==> config.mk <==
export PLATFORM = sky130hd
export DESIGN_NAME = midpoint_ellipse_rasterizer_core
export DESIGN_NICKNAME = d
export VERILOG_FILES = /design/src/mer_pkg.sv /design/src/mer_sequencer.sv /design/src/mer_datapath.sv /design/src/midpoint_ellipse_rasterizer_core.sv
export SDC_FILE = /design/constraint.sdc
export NUM_CORES = 1
export LEC_CHECK = 0
export ABC_AREA = 1
export BUFFER_PORTS_ARGS = -buffer_cell sky130_fd_sc_hd__buf_2
export CAP_MARGIN = 40
export CORE_UTILIZATION = 60
export CTS_CLUSTER_DIAMETER = 80
export CTS_CLUSTER_SIZE = 10
export DETAILED_ROUTE_END_ITERATION = 7
export HOLD_SLACK_MARGIN = 0.12
export PLACE_DENSITY = 0.82
export SETUP_SLACK_MARGIN = 0.05
export SLEW_MARGIN = 25
export SYNTH_ARGS = -nofsm -noshare
export SYNTH_HDL_FRONTEND = slang
export SYNTH_SLANG_ARGS = --single-unit
==> constraint.sdc <==
create_clock -name clk -period 9 [get_ports clk]
set_input_delay 2.25 -clock clk [delete_from_list [all_inputs] [get_ports clk]]
set_output_delay 2.25 -clock clk [all_outputs]
set_load 0.05 [all_outputs]
==> src/mer_pkg.sv <==
// Shared types, microcode format and the microprogram of the ellipse rasterizer.
`timescale 1ns / 1ps

package mer_pkg;

    // Width of the microprogram counter.
    localparam int PC_W = 6;

    // Request kinds carried in the input tuser bit.
    typedef enum logic
    {
        REQ_START   = 1'b0,
        REQ_ADVANCE = 1'b1
    } req_t;

    // Multiplier operand selects.
    typedef enum logic [3:0]
    {
        OP_ZERO,
        OP_ONE,
        OP_RX,
        OP_RY,
        OP_RXSQ,
        OP_RYSQ,
        OP_X,
        OP_Y,
        OP_TMP,
        OP_ATERM,
        OP_BTERM
    } opnd_t;

    // Decision register operations on the shifted product.
    typedef enum logic [1:0]
    {
        DEC_HOLD,
        DEC_LOAD,
        DEC_ADD,
        DEC_SUB
    } dec_op_t;

    // Product scaling before it reaches the decision register.
    typedef enum logic [1:0]
    {
        SH_0,
        SH_2,
        SH_3
    } shift_t;

    // Jump conditions.
    typedef enum logic [2:0]
    {
        C_NONE,
        C_ALWAYS,
        C_IDLE,
        C_FIRST,
        C_R2,
        C_R1_EXIT,
        C_NEG,
        C_NOT_POS
    } cond_t;

    // One control word. All-zero means: do nothing.
    typedef struct packed
    {
        opnd_t            mul_a;
        opnd_t            mul_b;
        dec_op_t          dec_op;
        shift_t           dec_sh;
        logic             tmp_ld;
        logic             rxsq_ld;
        logic             rysq_ld;
        logic             x_inc;
        logic             y_dec;
        logic             set_r2;
        logic             emit;
        logic             done;
        cond_t            cond;
        logic [PC_W-1:0]  target;
    } ucode_t;

    // Datapath flags seen by the sequencer.
    typedef struct packed
    {
        logic walking;
        logic first;
        logic r2;
        logic dec_neg;
        logic dec_pos;
        logic r1_exit;
        logic out_free;
    } status_t;

    // Program addresses.
    localparam logic [PC_W-1:0] PC_START    = 6'd0;
    localparam logic [PC_W-1:0] PC_ADV      = 6'd6;
    localparam logic [PC_W-1:0] PC_R1_TEST  = 6'd8;
    localparam logic [PC_W-1:0] PC_R1_STEP  = 6'd11;
    localparam logic [PC_W-1:0] PC_R1_NEG   = 6'd16;
    localparam logic [PC_W-1:0] PC_R2_INIT  = 6'd18;
    localparam logic [PC_W-1:0] PC_R2_STEP  = 6'd24;
    localparam logic [PC_W-1:0] PC_R2_XSTEP = 6'd28;
    localparam logic [PC_W-1:0] PC_EMIT     = 6'd33;
    localparam logic [PC_W-1:0] PC_QUIT     = 6'd34;

    // Microprogram. The product issued in one word is consumed by the next.
    function automatic ucode_t ucode_rom(input logic [PC_W-1:0] pc);
        ucode_t w;
        w = '0;
        case (pc)
            // start: squares, then 4*ry^2 - 4*rx^2*ry + rx^2
            PC_START:
            begin
                w.mul_a = OP_RX;   w.mul_b = OP_RX;
            end
            PC_START + 6'd1:
            begin
                w.rxsq_ld = 1'b1;
                w.mul_a = OP_RY;   w.mul_b = OP_RY;
            end
            PC_START + 6'd2:
            begin
                w.rysq_ld = 1'b1;
                w.mul_a = OP_RXSQ; w.mul_b = OP_ONE;
            end
            PC_START + 6'd3:
            begin
                w.dec_op = DEC_LOAD; w.dec_sh = SH_0;
                w.mul_a = OP_RXSQ;   w.mul_b = OP_RY;
            end
            PC_START + 6'd4:
            begin
                w.dec_op = DEC_SUB;  w.dec_sh = SH_2;
                w.mul_a = OP_RYSQ;   w.mul_b = OP_ONE;
            end
            PC_START + 6'd5:
            begin
                w.dec_op = DEC_ADD;  w.dec_sh = SH_2;
                w.done = 1'b1;
            end
            // advance: dispatch
            PC_ADV:
            begin
                w.cond = C_IDLE;  w.target = PC_QUIT;
            end
            PC_ADV + 6'd1:
            begin
                w.cond = C_FIRST; w.target = PC_EMIT;
            end
            PC_R1_TEST:
            begin
                w.cond = C_R2;    w.target = PC_R2_STEP;
                w.mul_a = OP_RYSQ; w.mul_b = OP_X;
            end
            PC_R1_TEST + 6'd1:
            begin
                w.tmp_ld = 1'b1;
                w.mul_a = OP_RXSQ; w.mul_b = OP_Y;
            end
            PC_R1_TEST + 6'd2:
            begin
                w.cond = C_R1_EXIT; w.target = PC_R2_INIT;
            end
            // region one step
            PC_R1_STEP:
            begin
                w.x_inc = 1'b1;
            end
            PC_R1_STEP + 6'd1:
            begin
                w.mul_a = OP_RYSQ; w.mul_b = OP_X;
                w.cond = C_NEG;    w.target = PC_R1_NEG;
            end
            PC_R1_STEP + 6'd2:
            begin
                w.dec_op = DEC_ADD; w.dec_sh = SH_3;
                w.y_dec = 1'b1;
                w.mul_a = OP_RYSQ;  w.mul_b = OP_ONE;
            end
            PC_R1_STEP + 6'd3:
            begin
                w.dec_op = DEC_ADD; w.dec_sh = SH_2;
                w.mul_a = OP_RXSQ;  w.mul_b = OP_Y;
            end
            PC_R1_STEP + 6'd4:
            begin
                w.dec_op = DEC_SUB; w.dec_sh = SH_3;
                w.cond = C_ALWAYS;  w.target = PC_EMIT;
            end
            PC_R1_NEG:
            begin
                w.dec_op = DEC_ADD; w.dec_sh = SH_3;
                w.mul_a = OP_RYSQ;  w.mul_b = OP_ONE;
            end
            PC_R1_NEG + 6'd1:
            begin
                w.dec_op = DEC_ADD; w.dec_sh = SH_2;
                w.cond = C_ALWAYS;  w.target = PC_EMIT;
            end
            // region two entry: ry^2*a^2 + 4*rx^2*b^2 - 4*rx^2*ry^2
            PC_R2_INIT:
            begin
                w.set_r2 = 1'b1;
                w.mul_a = OP_ATERM; w.mul_b = OP_ATERM;
            end
            PC_R2_INIT + 6'd1:
            begin
                w.tmp_ld = 1'b1;
                w.mul_a = OP_BTERM; w.mul_b = OP_BTERM;
            end
            PC_R2_INIT + 6'd2:
            begin
                w.tmp_ld = 1'b1;
                w.mul_a = OP_RYSQ;  w.mul_b = OP_TMP;
            end
            PC_R2_INIT + 6'd3:
            begin
                w.dec_op = DEC_LOAD; w.dec_sh = SH_0;
                w.mul_a = OP_RXSQ;   w.mul_b = OP_TMP;
            end
            PC_R2_INIT + 6'd4:
            begin
                w.dec_op = DEC_ADD; w.dec_sh = SH_2;
                w.mul_a = OP_RXSQ;  w.mul_b = OP_RYSQ;
            end
            PC_R2_INIT + 6'd5:
            begin
                w.dec_op = DEC_SUB; w.dec_sh = SH_2;
            end
            // region two step
            PC_R2_STEP:
            begin
                w.y_dec = 1'b1;
                w.cond = C_NOT_POS; w.target = PC_R2_XSTEP;
            end
            PC_R2_STEP + 6'd1:
            begin
                w.mul_a = OP_RXSQ;  w.mul_b = OP_ONE;
            end
            PC_R2_STEP + 6'd2:
            begin
                w.dec_op = DEC_ADD; w.dec_sh = SH_2;
                w.mul_a = OP_RXSQ;  w.mul_b = OP_Y;
            end
            PC_R2_STEP + 6'd3:
            begin
                w.dec_op = DEC_SUB; w.dec_sh = SH_3;
                w.cond = C_ALWAYS;  w.target = PC_EMIT;
            end
            PC_R2_XSTEP:
            begin
                w.x_inc = 1'b1;
            end
            PC_R2_XSTEP + 6'd1:
            begin
                w.mul_a = OP_RYSQ;  w.mul_b = OP_X;
            end
            PC_R2_XSTEP + 6'd2:
            begin
                w.dec_op = DEC_ADD; w.dec_sh = SH_3;
                w.mul_a = OP_RXSQ;  w.mul_b = OP_Y;
            end
            PC_R2_XSTEP + 6'd3:
            begin
                w.dec_op = DEC_SUB; w.dec_sh = SH_3;
                w.mul_a = OP_RXSQ;  w.mul_b = OP_ONE;
            end
            PC_R2_XSTEP + 6'd4:
            begin
                w.dec_op = DEC_ADD; w.dec_sh = SH_2;
            end
            PC_EMIT:
            begin
                w.emit = 1'b1;
                w.done = 1'b1;
            end
            PC_QUIT:
            begin
                w.done = 1'b1;
            end
            default:
            begin
                w.done = 1'b1;
            end
        endcase
        return w;
    endfunction

endpackage

==> src/mer_sequencer.sv <==
// Microprogram sequencer: step counter, control store lookup and jumps.
`timescale 1ns / 1ps

module mer_sequencer
(
    input  logic              clk,
    input  logic              rst_n,
    input  logic              in_valid,
    input  logic              in_kind,
    output logic              in_ready,
    output logic              load,
    input  mer_pkg::status_t  stat,
    output mer_pkg::ucode_t   ctl
);

    logic                      busy_reg;
    logic                      busy_next;
    logic [mer_pkg::PC_W-1:0]  pc_reg;
    logic [mer_pkg::PC_W-1:0]  pc_next;
    mer_pkg::ucode_t           word;
    logic                      blocked;
    logic                      take;
    logic                      jump;

    assign word     = mer_pkg::ucode_rom(pc_reg);
    assign blocked  = word.emit && !stat.out_free;
    assign in_ready = !busy_reg;
    assign take     = in_valid && !busy_reg;
    assign load     = take && (mer_pkg::req_t'(in_kind) == mer_pkg::REQ_START);
    assign ctl      = (busy_reg && !blocked) ? word : '0;

    always_comb
    begin
        case (word.cond)
            mer_pkg::C_NONE:    jump = 1'b0;
            mer_pkg::C_ALWAYS:  jump = 1'b1;
            mer_pkg::C_IDLE:    jump = !stat.walking;
            mer_pkg::C_FIRST:   jump = stat.first;
            mer_pkg::C_R2:      jump = stat.r2;
            mer_pkg::C_R1_EXIT: jump = stat.r1_exit;
            mer_pkg::C_NEG:     jump = stat.dec_neg;
            mer_pkg::C_NOT_POS: jump = !stat.dec_pos;
            default:            jump = 1'b0;
        endcase
    end

    always_comb
    begin
        busy_next = busy_reg;
        pc_next   = pc_reg;
        if (take)
        begin
            busy_next = 1'b1;
            pc_next   = (mer_pkg::req_t'(in_kind) == mer_pkg::REQ_START)
                        ? mer_pkg::PC_START : mer_pkg::PC_ADV;
        end
        else if (busy_reg && !blocked)
        begin
            if (word.done)
            begin
                busy_next = 1'b0;
            end
            else if (jump)
            begin
                pc_next = word.target;
            end
            else
            begin
                pc_next = pc_reg + 1'b1;
            end
        end
    end

    always_ff @(posedge clk or negedge rst_n)
    begin
        if (!rst_n)
        begin
            busy_reg <= 1'b0;
            pc_reg   <= mer_pkg::PC_START;
        end
        else
        begin
            busy_reg <= busy_next;
            pc_reg   <= pc_next;
        end
    end

endmodule

==> src/mer_datapath.sv <==
// Datapath: shared multiplier, decision accumulator, walk registers, output register.
`timescale 1ns / 1ps

module mer_datapath
#(
    parameter int RADIUS_BITS = 8,
    parameter int COORD_BITS  = 10
)
(
    input  logic                   clk,
    input  logic                   rst_n,
    input  logic                   load,
    input  logic [COORD_BITS-1:0]  center_x,
    input  logic [COORD_BITS-1:0]  center_y,
    input  logic [RADIUS_BITS-1:0] radius_x,
    input  logic [RADIUS_BITS-1:0] radius_y,
    input  mer_pkg::ucode_t        ctl,
    output mer_pkg::status_t       stat,
    input  logic                   out_ready,
    output logic                   out_valid,
    output logic [COORD_BITS:0]    col_plus,
    output logic [COORD_BITS:0]    col_minus,
    output logic [COORD_BITS:0]    row_plus,
    output logic [COORD_BITS:0]    row_minus,
    output logic                   last_point
);

    localparam int XW  = RADIUS_BITS + 1;
    localparam int SQW = 2 * RADIUS_BITS;
    localparam int OPW = 2 * RADIUS_BITS + 4;
    localparam int DW  = 2 * OPW;
    localparam int OW  = COORD_BITS + 1;

    // control state
    logic walking_reg, walking_next;
    logic first_reg, first_next;
    logic r2_reg, r2_next;
    logic out_valid_reg, out_valid_next;

    // working registers
    logic [COORD_BITS-1:0]  cx_reg, cx_next, cy_reg, cy_next;
    logic [RADIUS_BITS-1:0] rx_reg, rx_next, ry_reg, ry_next;
    logic [SQW-1:0]         rxsq_reg, rxsq_next, rysq_reg, rysq_next;
    logic [XW-1:0]          x_reg, x_next, y_reg, y_next;
    logic signed [DW-1:0]   dec_reg, dec_next;
    logic [DW-1:0]          tmp_reg, tmp_next;
    logic [DW-1:0]          prod_reg, prod_next;
    logic [OW-1:0]          cp_reg, cp_next, cm_reg, cm_next;
    logic [OW-1:0]          rp_reg, rp_next, rm_reg, rm_next;
    logic                   last_reg, last_next;

    logic [OPW-1:0]         opa;
    logic [OPW-1:0]         opb;
    logic [XW:0]            a_term;
    logic [XW-1:0]          b_term;
    logic [DW-1:0]          sh_val;

    assign a_term = {x_reg, 1'b1};
    assign b_term = y_reg - 1'b1;

    always_comb
    begin
        case (ctl.mul_a)
            mer_pkg::OP_ONE:   opa = OPW'(1);
            mer_pkg::OP_RX:    opa = OPW'(rx_reg);
            mer_pkg::OP_RY:    opa = OPW'(ry_reg);
            mer_pkg::OP_RXSQ:  opa = OPW'(rxsq_reg);
            mer_pkg::OP_RYSQ:  opa = OPW'(rysq_reg);
            mer_pkg::OP_X:     opa = OPW'(x_reg);
            mer_pkg::OP_Y:     opa = OPW'(y_reg);
            mer_pkg::OP_TMP:   opa = tmp_reg[OPW-1:0];
            mer_pkg::OP_ATERM: opa = OPW'(a_term);
            mer_pkg::OP_BTERM: opa = OPW'(b_term);
            default:           opa = '0;
        endcase
    end

    always_comb
    begin
        case (ctl.mul_b)
            mer_pkg::OP_ONE:   opb = OPW'(1);
            mer_pkg::OP_RX:    opb = OPW'(rx_reg);
            mer_pkg::OP_RY:    opb = OPW'(ry_reg);
            mer_pkg::OP_RXSQ:  opb = OPW'(rxsq_reg);
            mer_pkg::OP_RYSQ:  opb = OPW'(rysq_reg);
            mer_pkg::OP_X:     opb = OPW'(x_reg);
            mer_pkg::OP_Y:     opb = OPW'(y_reg);
            mer_pkg::OP_TMP:   opb = tmp_reg[OPW-1:0];
            mer_pkg::OP_ATERM: opb = OPW'(a_term);
            mer_pkg::OP_BTERM: opb = OPW'(b_term);
            default:           opb = '0;
        endcase
    end

    always_comb
    begin
        case (ctl.dec_sh)
            mer_pkg::SH_2: sh_val = prod_reg << 2;
            mer_pkg::SH_3: sh_val = prod_reg << 3;
            default:       sh_val = prod_reg;
        endcase
    end

    always_comb
    begin
        walking_next   = walking_reg;
        first_next     = first_reg;
        r2_next        = r2_reg;
        out_valid_next = out_valid_reg;
        cx_next        = cx_reg;
        cy_next        = cy_reg;
        rx_next        = rx_reg;
        ry_next        = ry_reg;
        rxsq_next      = rxsq_reg;
        rysq_next      = rysq_reg;
        x_next         = x_reg;
        y_next         = y_reg;
        dec_next       = dec_reg;
        tmp_next       = tmp_reg;
        prod_next      = opa * opb;
        cp_next        = cp_reg;
        cm_next        = cm_reg;
        rp_next        = rp_reg;
        rm_next        = rm_reg;
        last_next      = last_reg;

        if (out_valid_reg && out_ready)
        begin
            out_valid_next = 1'b0;
        end

        if (load)
        begin
            cx_next      = center_x;
            cy_next      = center_y;
            rx_next      = radius_x;
            ry_next      = radius_y;
            x_next       = '0;
            y_next       = XW'(radius_y);
            r2_next      = 1'b0;
            walking_next = 1'b1;
            first_next   = 1'b1;
        end

        if (ctl.rxsq_ld)
        begin
            rxsq_next = prod_reg[SQW-1:0];
        end
        if (ctl.rysq_ld)
        begin
            rysq_next = prod_reg[SQW-1:0];
        end
        if (ctl.tmp_ld)
        begin
            tmp_next = prod_reg;
        end
        if (ctl.x_inc)
        begin
            x_next = x_reg + 1'b1;
        end
        if (ctl.y_dec)
        begin
            y_next = y_reg - 1'b1;
        end
        if (ctl.set_r2)
        begin
            r2_next = 1'b1;
        end

        case (ctl.dec_op)
            mer_pkg::DEC_LOAD: dec_next = $signed(sh_val);
            mer_pkg::DEC_ADD:  dec_next = dec_reg + $signed(sh_val);
            mer_pkg::DEC_SUB:  dec_next = dec_reg - $signed(sh_val);
            default:           dec_next = dec_reg;
        endcase

        // emit the current point; the point on the axis ends the walk
        if (ctl.emit)
        begin
            out_valid_next = 1'b1;
            cp_next        = OW'(cx_reg) + OW'(x_reg);
            cm_next        = OW'(cx_reg) - OW'(x_reg);
            rp_next        = OW'(cy_reg) + OW'(y_reg);
            rm_next        = OW'(cy_reg) - OW'(y_reg);
            last_next      = (y_reg == '0);
            first_next     = 1'b0;
            if (y_reg == '0)
            begin
                walking_next = 1'b0;
            end
        end
    end

    always_ff @(posedge clk or negedge rst_n)
    begin
        if (!rst_n)
        begin
            walking_reg   <= 1'b0;
            first_reg     <= 1'b0;
            r2_reg        <= 1'b0;
            out_valid_reg <= 1'b0;
        end
        else
        begin
            walking_reg   <= walking_next;
            first_reg     <= first_next;
            r2_reg        <= r2_next;
            out_valid_reg <= out_valid_next;
        end
    end

    always_ff @(posedge clk)
    begin
        cx_reg   <= cx_next;
        cy_reg   <= cy_next;
        rx_reg   <= rx_next;
        ry_reg   <= ry_next;
        rxsq_reg <= rxsq_next;
        rysq_reg <= rysq_next;
        x_reg    <= x_next;
        y_reg    <= y_next;
        dec_reg  <= dec_next;
        tmp_reg  <= tmp_next;
        prod_reg <= prod_next;
        cp_reg   <= cp_next;
        cm_reg   <= cm_next;
        rp_reg   <= rp_next;
        rm_reg   <= rm_next;
        last_reg <= last_next;
    end

    assign stat.walking  = walking_reg;
    assign stat.first    = first_reg;
    assign stat.r2       = r2_reg;
    assign stat.dec_neg  = dec_reg[DW-1];
    assign stat.dec_pos  = !dec_reg[DW-1] && (dec_reg != '0);
    assign stat.r1_exit  = (tmp_reg >= prod_reg);
    assign stat.out_free = !out_valid_reg || out_ready;

    assign out_valid  = out_valid_reg;
    assign col_plus   = cp_reg;
    assign col_minus  = cm_reg;
    assign row_plus   = rp_reg;
    assign row_minus  = rm_reg;
    assign last_point = last_reg;

endmodule

==> src/midpoint_ellipse_rasterizer_core.sv <==
// Top level of the microcoded midpoint ellipse rasterizer.
`timescale 1ns / 1ps

// Midpoint ellipse rasterizer, one quadrant walk mirrored to four points.
// Input channel (s_axis): tuser selects the request. A start item (tuser 0)
// latches center and radii and primes the walk at (0, radius_y); it gives
// no result. An advance item (tuser 1) gives the next point of the walk, or
// nothing when no walk is active.
// Output channel (m_axis): one item per producing advance, tdata carries the
// four mirrored coordinates, tlast marks the point on the horizontal axis,
// after which the walk is over until the next start.
// A start item keeps the block busy until its microprogram path ends. So
// does an advance item, whose path depends on the case: no walk active, the
// first point, a normal step, or the step that enters region two. The emit
// step writes the result into the output register and ends the path. All
// paths share one registered multiplier.
// s_axis_tready is high whenever the sequencer is idle, also while a result
// waits in the output register. If the receiver stalls, the next emit step
// holds until the output register drains; nothing is dropped.
// Reset clears the sequencer, the output valid and the walk flags: after
// reset advance items give no result until a start item arrives.
module midpoint_ellipse_rasterizer_core
#(
    parameter int RADIUS_BITS = 8,
    parameter int COORD_BITS  = 10
)
(
    input  logic              clk,
    input  logic              rst_n,
    input  logic              s_axis_tvalid,
    output logic              s_axis_tready,
    // center_x, center_y, radius_x, radius_y, zero pad
    input  logic [((2*COORD_BITS+2*RADIUS_BITS+7)/8)*8-1:0] s_axis_tdata,
    // req_type
    input  logic              s_axis_tuser,
    output logic              m_axis_tvalid,
    input  logic              m_axis_tready,
    // col_plus, col_minus, row_plus, row_minus, zero pad
    output logic [((4*(COORD_BITS+1)+7)/8)*8-1:0]           m_axis_tdata,
    // last_point
    output logic              m_axis_tlast
);

    localparam int OUT_W = ((4 * (COORD_BITS + 1) + 7) / 8) * 8;

    mer_pkg::ucode_t        ctl;
    mer_pkg::status_t       stat;
    logic                   load;
    logic [COORD_BITS:0]    col_plus;
    logic [COORD_BITS:0]    col_minus;
    logic [COORD_BITS:0]    row_plus;
    logic [COORD_BITS:0]    row_minus;

    // Step through the microprogram, one control word per cycle unless an emit step waits for the output register.
    mer_sequencer u_seq
    (
        .clk      (clk),
        .rst_n    (rst_n),
        .in_valid (s_axis_tvalid),
        .in_kind  (s_axis_tuser),
        .in_ready (s_axis_tready),
        .load     (load),
        .stat     (stat),
        .ctl      (ctl)
    );

    // Datapath unpacks the start fields straight from tdata.
    mer_datapath
    #(
        .RADIUS_BITS (RADIUS_BITS),
        .COORD_BITS  (COORD_BITS)
    )
    u_dp
    (
        .clk        (clk),
        .rst_n      (rst_n),
        .load       (load),
        .center_x   (s_axis_tdata[COORD_BITS-1:0]),
        .center_y   (s_axis_tdata[2*COORD_BITS-1:COORD_BITS]),
        .radius_x   (s_axis_tdata[2*COORD_BITS+RADIUS_BITS-1:2*COORD_BITS]),
        .radius_y   (s_axis_tdata[2*COORD_BITS+2*RADIUS_BITS-1:2*COORD_BITS+RADIUS_BITS]),
        .ctl        (ctl),
        .stat       (stat),
        .out_ready  (m_axis_tready),
        .out_valid  (m_axis_tvalid),
        .col_plus   (col_plus),
        .col_minus  (col_minus),
        .row_plus   (row_plus),
        .row_minus  (row_minus),
        .last_point (m_axis_tlast)
    );

    // Pack the four coordinates, first field lowest.
    assign m_axis_tdata = OUT_W'({row_minus, row_plus, col_minus, col_plus});

`ifndef SYNTHESIS
    // an accepted item always leaves the sequencer busy in the cycle after it is taken
    a_accept_busy: assert property (@(posedge clk) disable iff (!rst_n)
        (s_axis_tvalid && s_axis_tready) |=> !s_axis_tready)
        else $error("input accepted while sequencer still free");

    // an emit step must never overwrite a result that is still held
    a_emit_room: assert property (@(posedge clk) disable iff (!rst_n)
        ctl.emit |-> (!m_axis_tvalid || m_axis_tready))
        else $error("emit while output register is full");

    // the primed first point only exists inside an active walk
    a_first_walk: assert property (@(posedge clk) disable iff (!rst_n)
        stat.first |-> stat.walking)
        else $error("first point pending without an active walk");
`endif

endmodule
* After elaboration in Yosys (flattened, before gate mapping)
Cells that the tools add are included.
** Word-level totals
- Register bits after elaboration :: 262
- Input bits :: 45
- Output and inout bits :: 51
- Logic and storage cells :: 180
** Cells by class
- $add $sub $neg :: 9
- Multiply operators :: 1
- $lt $le $gt $ge :: 1
- Equality and inequality tests :: 66
- Multiplexer cells :: 38
- Bitwise operators :: 1
- Reduce and logical (&&, ||, !) cells :: 42
** Operators by type and width (number)
- case mux 20 bit (10 select lines) :: 2
- case mux 40 bit (3 select lines) :: 1
- equality test 6 x 5 -> 1 bit, second input constant :: 16
- case mux 8 bit (12 select lines) :: 1
- case mux 40 bit (2 select lines) :: 1
- case mux 9 bit (7 select lines) :: 1
- equality test 6 x 4 -> 1 bit, second input constant :: 8
- adder 40 bit :: 1
- greater-or-equal comparator 40 bit :: 1
- multiplier 20 x 20 -> 40 bit :: 1
- nonzero test 40 bit :: 1
- subtractor 40 bit :: 1
- two-way mux 9 bit :: 4
- equality test 4 x 3 -> 1 bit, second input constant :: 8
- OR reduction 32 bit :: 1
- two-way mux 29 bit :: 1
- equality test 4 bit, second input constant :: 6
- equality test 6 x 3 -> 1 bit, second input constant :: 4
- two-way mux 6 bit :: 4
- adder 10 x 9 -> 11 bit :: 2
- subtractor 10 x 9 -> 11 bit :: 2
- OR reduction 3 bit :: 7
- two-way mux 1 bit :: 20
- case mux 4 bit (5 select lines) :: 1
- other kinds (29) :: 63

* Longest topological paths before layout
- Word-level depth :: 11
- Gate-level depth with buffers :: 46
- Gate-level depth less buffers :: 43

* By module
A second synthesis with hierarchy kept.
** Unflattened totals
- Cell total of the unflattened synthesis :: 4154
- Area total of the unflattened synthesis :: 32484.9 µm²
** By module, submodules not included
- mer_datapath :: times used 1, cells each 3888, area each 30992.2 µm², sequential area each 7176.9 µm²
- mer_sequencer :: times used 1, cells each 261, area each 1458.9 µm², sequential area each 175.2 µm²
- midpoint_ellipse_rasterizer_core :: times used 1, cells each 5, area each 33.8 µm², sequential area each 0.0 µm²

* Least setup slack after synthesis
OpenSTA, ideal clock, no wires.
- Path kind :: input -> register
- Start :: input m_axis_tready
- End :: register u_dp.prod_reg[31]
- Library setup time :: 0.072 ns
- Data arrival time :: 8.916 ns
- Data required time :: 8.928 ns
- Slack :: 0.013 ns
- Cell stages on the path :: 34
- Buffers on the path :: 2
- Path through :: nor2_1 a31oi_4 buf_4 nand2_2 nor2_8 nand3_1 o21ai_0 nor2_1 nand2_2 buf_2 nand2_1 fa_1 inv_1 fa_1 inv_1 fa_1 inv_1 fa_1 fa_1 fa_1 inv_1 fa_1 inv_1 ha_1 a21oi_1 inv_1 a31oi_1 nand2_1 nand2_1 nand3_1 a21oi_1 inv_1 a21oi_1 xor2_1
** Between the ends
- Word-level cells in the longest chain between the ends :: 9
- Elaborated cells on any way between the ends :: 29
- Classes of those cells :: 1 x mul; 20 x eq/ne; 3 x mux; 5 x reduce/logical
** RTL lines
- from (decl) :: RTL line midpoint_ellipse_rasterizer_core.sv:37 : input logic m_axis_tready,
- logical OR 1 bit * :: RTL line mer_datapath.sv:238 : assign stat.out_free = !out_valid_reg || out_ready;
- logical NOT 1 bit * :: RTL line mer_sequencer.sv:26 : assign blocked = word.emit && !stat.out_free;
- logical AND 1 bit * :: RTL line mer_sequencer.sv:26
- logical NOT 1 bit * :: RTL line mer_sequencer.sv:30 : assign ctl = (busy_reg && !blocked) ? word : '0;
- logical AND 1 bit * :: RTL line mer_sequencer.sv:30
- two-way mux 29 bit * :: RTL line mer_sequencer.sv:30
- equality test 4 bit, or another cell as far along :: RTL line mer_datapath.sv:63 : case (ctl.mul_a)
- case mux 20 bit (10 select lines), on equally long branches :: RTL line mer_datapath.sv:63, mer_datapath.sv:80
- multiplier 20 x 20 -> 40 bit * :: RTL line mer_datapath.sv:120 : prod_next = opa * opb;
- via u_dp.prod_next[31] :: RTL line mer_datapath.sv:47 : logic [DW-1:0] prod_reg, prod_next;
- to (signal assigned) :: RTL line mer_datapath.sv:224 : prod_reg <= prod_next;
- to (decl) :: RTL line mer_datapath.sv:47
Mark *: on every way through the listed nets, which the timed path passes. The rest lies on a longest branch.
A chain may end at the register's enable or synchronous reset.

* Worst setup path in the final report
- Start :: input m_axis_tready
- End :: register u_dp.prod_reg[21]
The elaborated chain is that of the path after synthesis.

==> results.json <==
{
  "final-instance-count-excl-fill": 5182,
  "critical_path.startpoint_type": "input port",
  "cts.hold.buffers_added": 0,
  "cts_buffers": 31,
  "dominantRegCellSynth": "sky130_fd_sc_hd__edfxtp_1",
  "grt_busiest_layer": "met2",
  "layout_cell_share_with_drive_strength_beyond_1_pct": 16.0,
  "nFillCells": 3958,
  "post_synthesis_register_bit_count": 260,
  "worst_path_clk_slew_ns": 0.06,
  "fmaxAchievable_mhz": 112,
  "multiInputGateArea_um2": 21900,
  "cts_tree": "done",
  "clock_tree.root_cell": "sky130_fd_sc_hd__clkbuf_16",
  "crit_path_end_kind": "flip-flop",
  "floorplan.die.height_um": 233,
  "port-buffer-count": 87,
  "min_tclk_post_route_ns": 8.89,
  "grt_met1_use_pct": 47.1,
  "critical_path.slowest_cell": "sky130_fd_sc_hd__fa_1",
  "largest_net_degree_at_the_start_of_global_routing": 50,
  "tightestPinTransition_ns": 0.724,
  "hold_class": "flip-flop to flip-flop",
  "floorplan.core_area_um2": 52600,
  "detail-route-antenna-nets": 0,
  "timing.setup.critical_path_class": "input port to flip-flop",
  "wire_per_inst_um": 18.4,
  "grt_pass1_wl_mm": 148,
  "initial_utilization_pct": 60.7,
  "antenna_found_initial": 1,
  "ios": 96,
  "placedCellCount": 5086,
  "drt-total-wl_mm": 95.1,
  "clkSinkCount": 260,
  "maxSlewHeadroom_pct": 51.3,
  "cell_seen_most_often_among_critical_path_stages": "sky130_fd_sc_hd__fa_1",
  "final-seq-area_um2": 7350,
  "synth_seq_area_share_pct": 23.1,
  "crit_path_max_incr_delay_ns": 0.62,
  "share_of_the_clock_period_used_by_the_worst_path_after_layout_pct": 98.8,
  "hold_violations": 0,
  "timing.critical_path.buf_inv": 10,
  "netlist.top_cell.by_area": "sky130_fd_sc_hd__fa_1",
  "num_vias": 28853,
  "clock_skew_ns": 0.0251,
  "grt_overflow": 0,
  "unrepaired_setup_endpoints_after_global_routing": "yes",
  "layout.core_utilization_pct": 71.6,
  "run_status": "completed",
  "timing.final.max_slew_violations": 0,
  "row_count": 84,
  "synth.yosys.warnings": 0,
  "area_growth_pct": 18.0,
  "ctsHtreeMaxLevel": 1,
  "place.gp.congestion": 1.00,
  "post_synth_main_area_contributors": "sky130_fd_sc_hd__fa_1 (20%), sky130_fd_sc_hd__edfxtp_1 (20%), sky130_fd_sc_hd__ha_1 (11%)",
  "dieArea_um2": 54100,
  "netlist.area_leader.share_pct": 20.4,
  "synthesis.area_per_instance_um2": 7.97,
  "clk_latency_ns": 0.58,
  "instance_count_of_the_mapped_netlist": 4001,
  "fp.dieW_um": 233,
  "synth_area_um2": 31900,
  "routed_via_density": 5.57,
  "critPathArrivalTime_ns": 9.33,
  "grt_util_met3_pct": 4.55,
  "initialDrtViolationCount": 2645,
  "grt.met2_usage_pct": 57.7,
  "synth-edff-count": 209,
  "first_global_vias": 28444,
  "netlist-cell-type-count": 63,
  "postSynth.asyncResetShare_pct": 4.23,
  "worst_path_dominant_cell_family": "adder cells",
  "worst_setup_slack_before_clock_tree_synthesis_ns": -0.720,
  "detail_route.drc_violations": 0,
  "final-setup-viol-count": 0,
  "max_cap_violations": 0,
  "cp.required_ns": 9.44,
  "setup_ws_ns": 0.106,
  "drt_pre_antenna_iters": 5,
  "place.detailed.hpwl_mm": 76.3,
  "clk_buf_depth": 3,
  "final_net_count": 5114,
  "gr-usage-all-layers_pct": 34.9,
  "worst-path-max-fanout": 7
}
[per-stage QoR]
step	TNS (ns)	instance area (µm²)	hold slack (ns)
4_1_cts	0	36600	0.486
6_report	0	37600	0.473
3_3_place_gp	-11.96	35600	0.473
2_1_floorplan	0	32200	0.425
3_5_place_dp	-13.97	35600	0.472
5_1_grt	-0.971	37600	0.501
[Yosys cell counts (8+ instances only)]
| master | count |
|---|---|
| sky130_fd_sc_hd__a21o_1 | 11 |
| sky130_fd_sc_hd__a21oi_1 | 179 |
| sky130_fd_sc_hd__a31oi_1 | 30 |
| sky130_fd_sc_hd__buf_2 | 31 |
| sky130_fd_sc_hd__buf_4 | 33 |
| sky130_fd_sc_hd__clkbuf_1 | 26 |
| sky130_fd_sc_hd__dfrtp_1 | 11 |
| sky130_fd_sc_hd__dfxtp_1 | 40 |
| sky130_fd_sc_hd__edfxtp_1 | 209 |
| sky130_fd_sc_hd__fa_1 | 325 |
| sky130_fd_sc_hd__ha_1 | 275 |
| sky130_fd_sc_hd__inv_1 | 807 |
| sky130_fd_sc_hd__inv_2 | 15 |
| sky130_fd_sc_hd__nand2_1 | 860 |
| sky130_fd_sc_hd__nand2_2 | 17 |
| sky130_fd_sc_hd__nand3_1 | 209 |
| sky130_fd_sc_hd__nand3_2 | 10 |
| sky130_fd_sc_hd__nand4_1 | 62 |
| sky130_fd_sc_hd__nor2_1 | 320 |
| sky130_fd_sc_hd__nor2_2 | 15 |
| sky130_fd_sc_hd__nor2_4 | 12 |
| sky130_fd_sc_hd__nor3_1 | 31 |
| sky130_fd_sc_hd__nor4_1 | 13 |
| sky130_fd_sc_hd__o21a_1 | 10 |
| sky130_fd_sc_hd__o21ai_0 | 184 |
| sky130_fd_sc_hd__o21ai_2 | 8 |
| sky130_fd_sc_hd__o21bai_1 | 21 |
| sky130_fd_sc_hd__o31ai_1 | 9 |
| sky130_fd_sc_hd__or2_2 | 10 |
| sky130_fd_sc_hd__xnor2_1 | 41 |
| sky130_fd_sc_hd__xor2_1 | 97 |
[worst register-to-register path, delay by kind of cell (launching register included)]
family	cells	cell delay, ns
simple gates	17	2.24
compound gates	1	0.13
flops	1	0.43
fa+ha+maj	9	4.43
xor+xnor	1	0.17
buf+inv	9	0.80
[kinds of logic (layout without fill, tap and decap cells)]
logic type	count (synthesis)	count (layout)	share of synthesized area (%)
buffers and inverters	923	1333	11.5
XOR/XNOR	138	138	3.79
multiplexers	1	1	0.0314
other	2	85	0.0236
flip-flops	260	260	23.1
adder cells (fa/ha/maj)	600	600	31.2
AND/OR/NAND/NOR	1588	1588	21.6
AO/OA/AOI/OAI	489	489	8.80
[routing by layer]
| layer | routed length (µm) | share of wire [%] |
|---|---|---|
| met1 | 38000 | 40 |
| met2 | 44700 | 47 |
| met3 | 8320 | 8.7 |
| met4 | 4090 | 4.3 |
| met5 | 0 | 0 |
[cell usage in the layout, fill, tap and decap left out, types with 96 or more instances in the layout]
cell type                  instances
sky130_fd_sc_hd__ha_1            264
sky130_fd_sc_hd__buf_4           328
sky130_fd_sc_hd__nor2_1          288
sky130_fd_sc_hd__edfxtp_1        209
sky130_fd_sc_hd__nand3_1         196
sky130_fd_sc_hd__a21oi_1         167
sky130_fd_sc_hd__fa_1            317
sky130_fd_sc_hd__o21ai_0         170
sky130_fd_sc_hd__xor2_1           96
sky130_fd_sc_hd__inv_1           796
sky130_fd_sc_hd__nand2_1         840
[area by class of cell]
type	instances	share of cell area [%]
Clock inverter	2	0.0466
Antenna cell	1	0.00665
Multi-Input combinational cell	2900	58.2
Clock buffer	55	2.36
Sequential cell	260	19.5
Inverter	826	8.30
Tap cell	688	2.29
Timing Repair Buffer	450	9.21
[what timing repair did]
action                     CTS  global route
pin swaps                    4            61
setup buffers                5            32
setup endpoints to repair   17            26
gates cloned                 0             1
resized for setup           18           193
[path summary, 6_finish.rpt]
check | cells after the start | slack, ns | start | end
worst min-delay path | 0 | 0.47 | u_dp.prod_reg[38]$_DFF_P_ | u_dp.tmp_reg[38]$_DFFE_PP_
worst max-delay path | 34 | 0.11 | m_axis_tready | u_dp.prod_reg[21]$_DFF_P_
min in group asynchronous | 1 | 1.55 | rst_n | u_seq.pc_reg[0]$_DFFE_PN0P_
max in group asynchronous | 1 | 7.21 | rst_n | u_dp.out_valid$_DFFE_PN0P_
worst max register to register | 37 | 0.64 | u_seq.pc_reg[0]$_DFFE_PN0P_ | u_dp.prod_reg[21]$_DFF_P_
worst min register to register | 0 | 0.47 | u_dp.prod_reg[38]$_DFF_P_ | u_dp.tmp_reg[38]$_DFFE_PP_
Power is not shown: default switching activity piles up to over one toggle a cycle in this logic, so the estimate is an artifact.
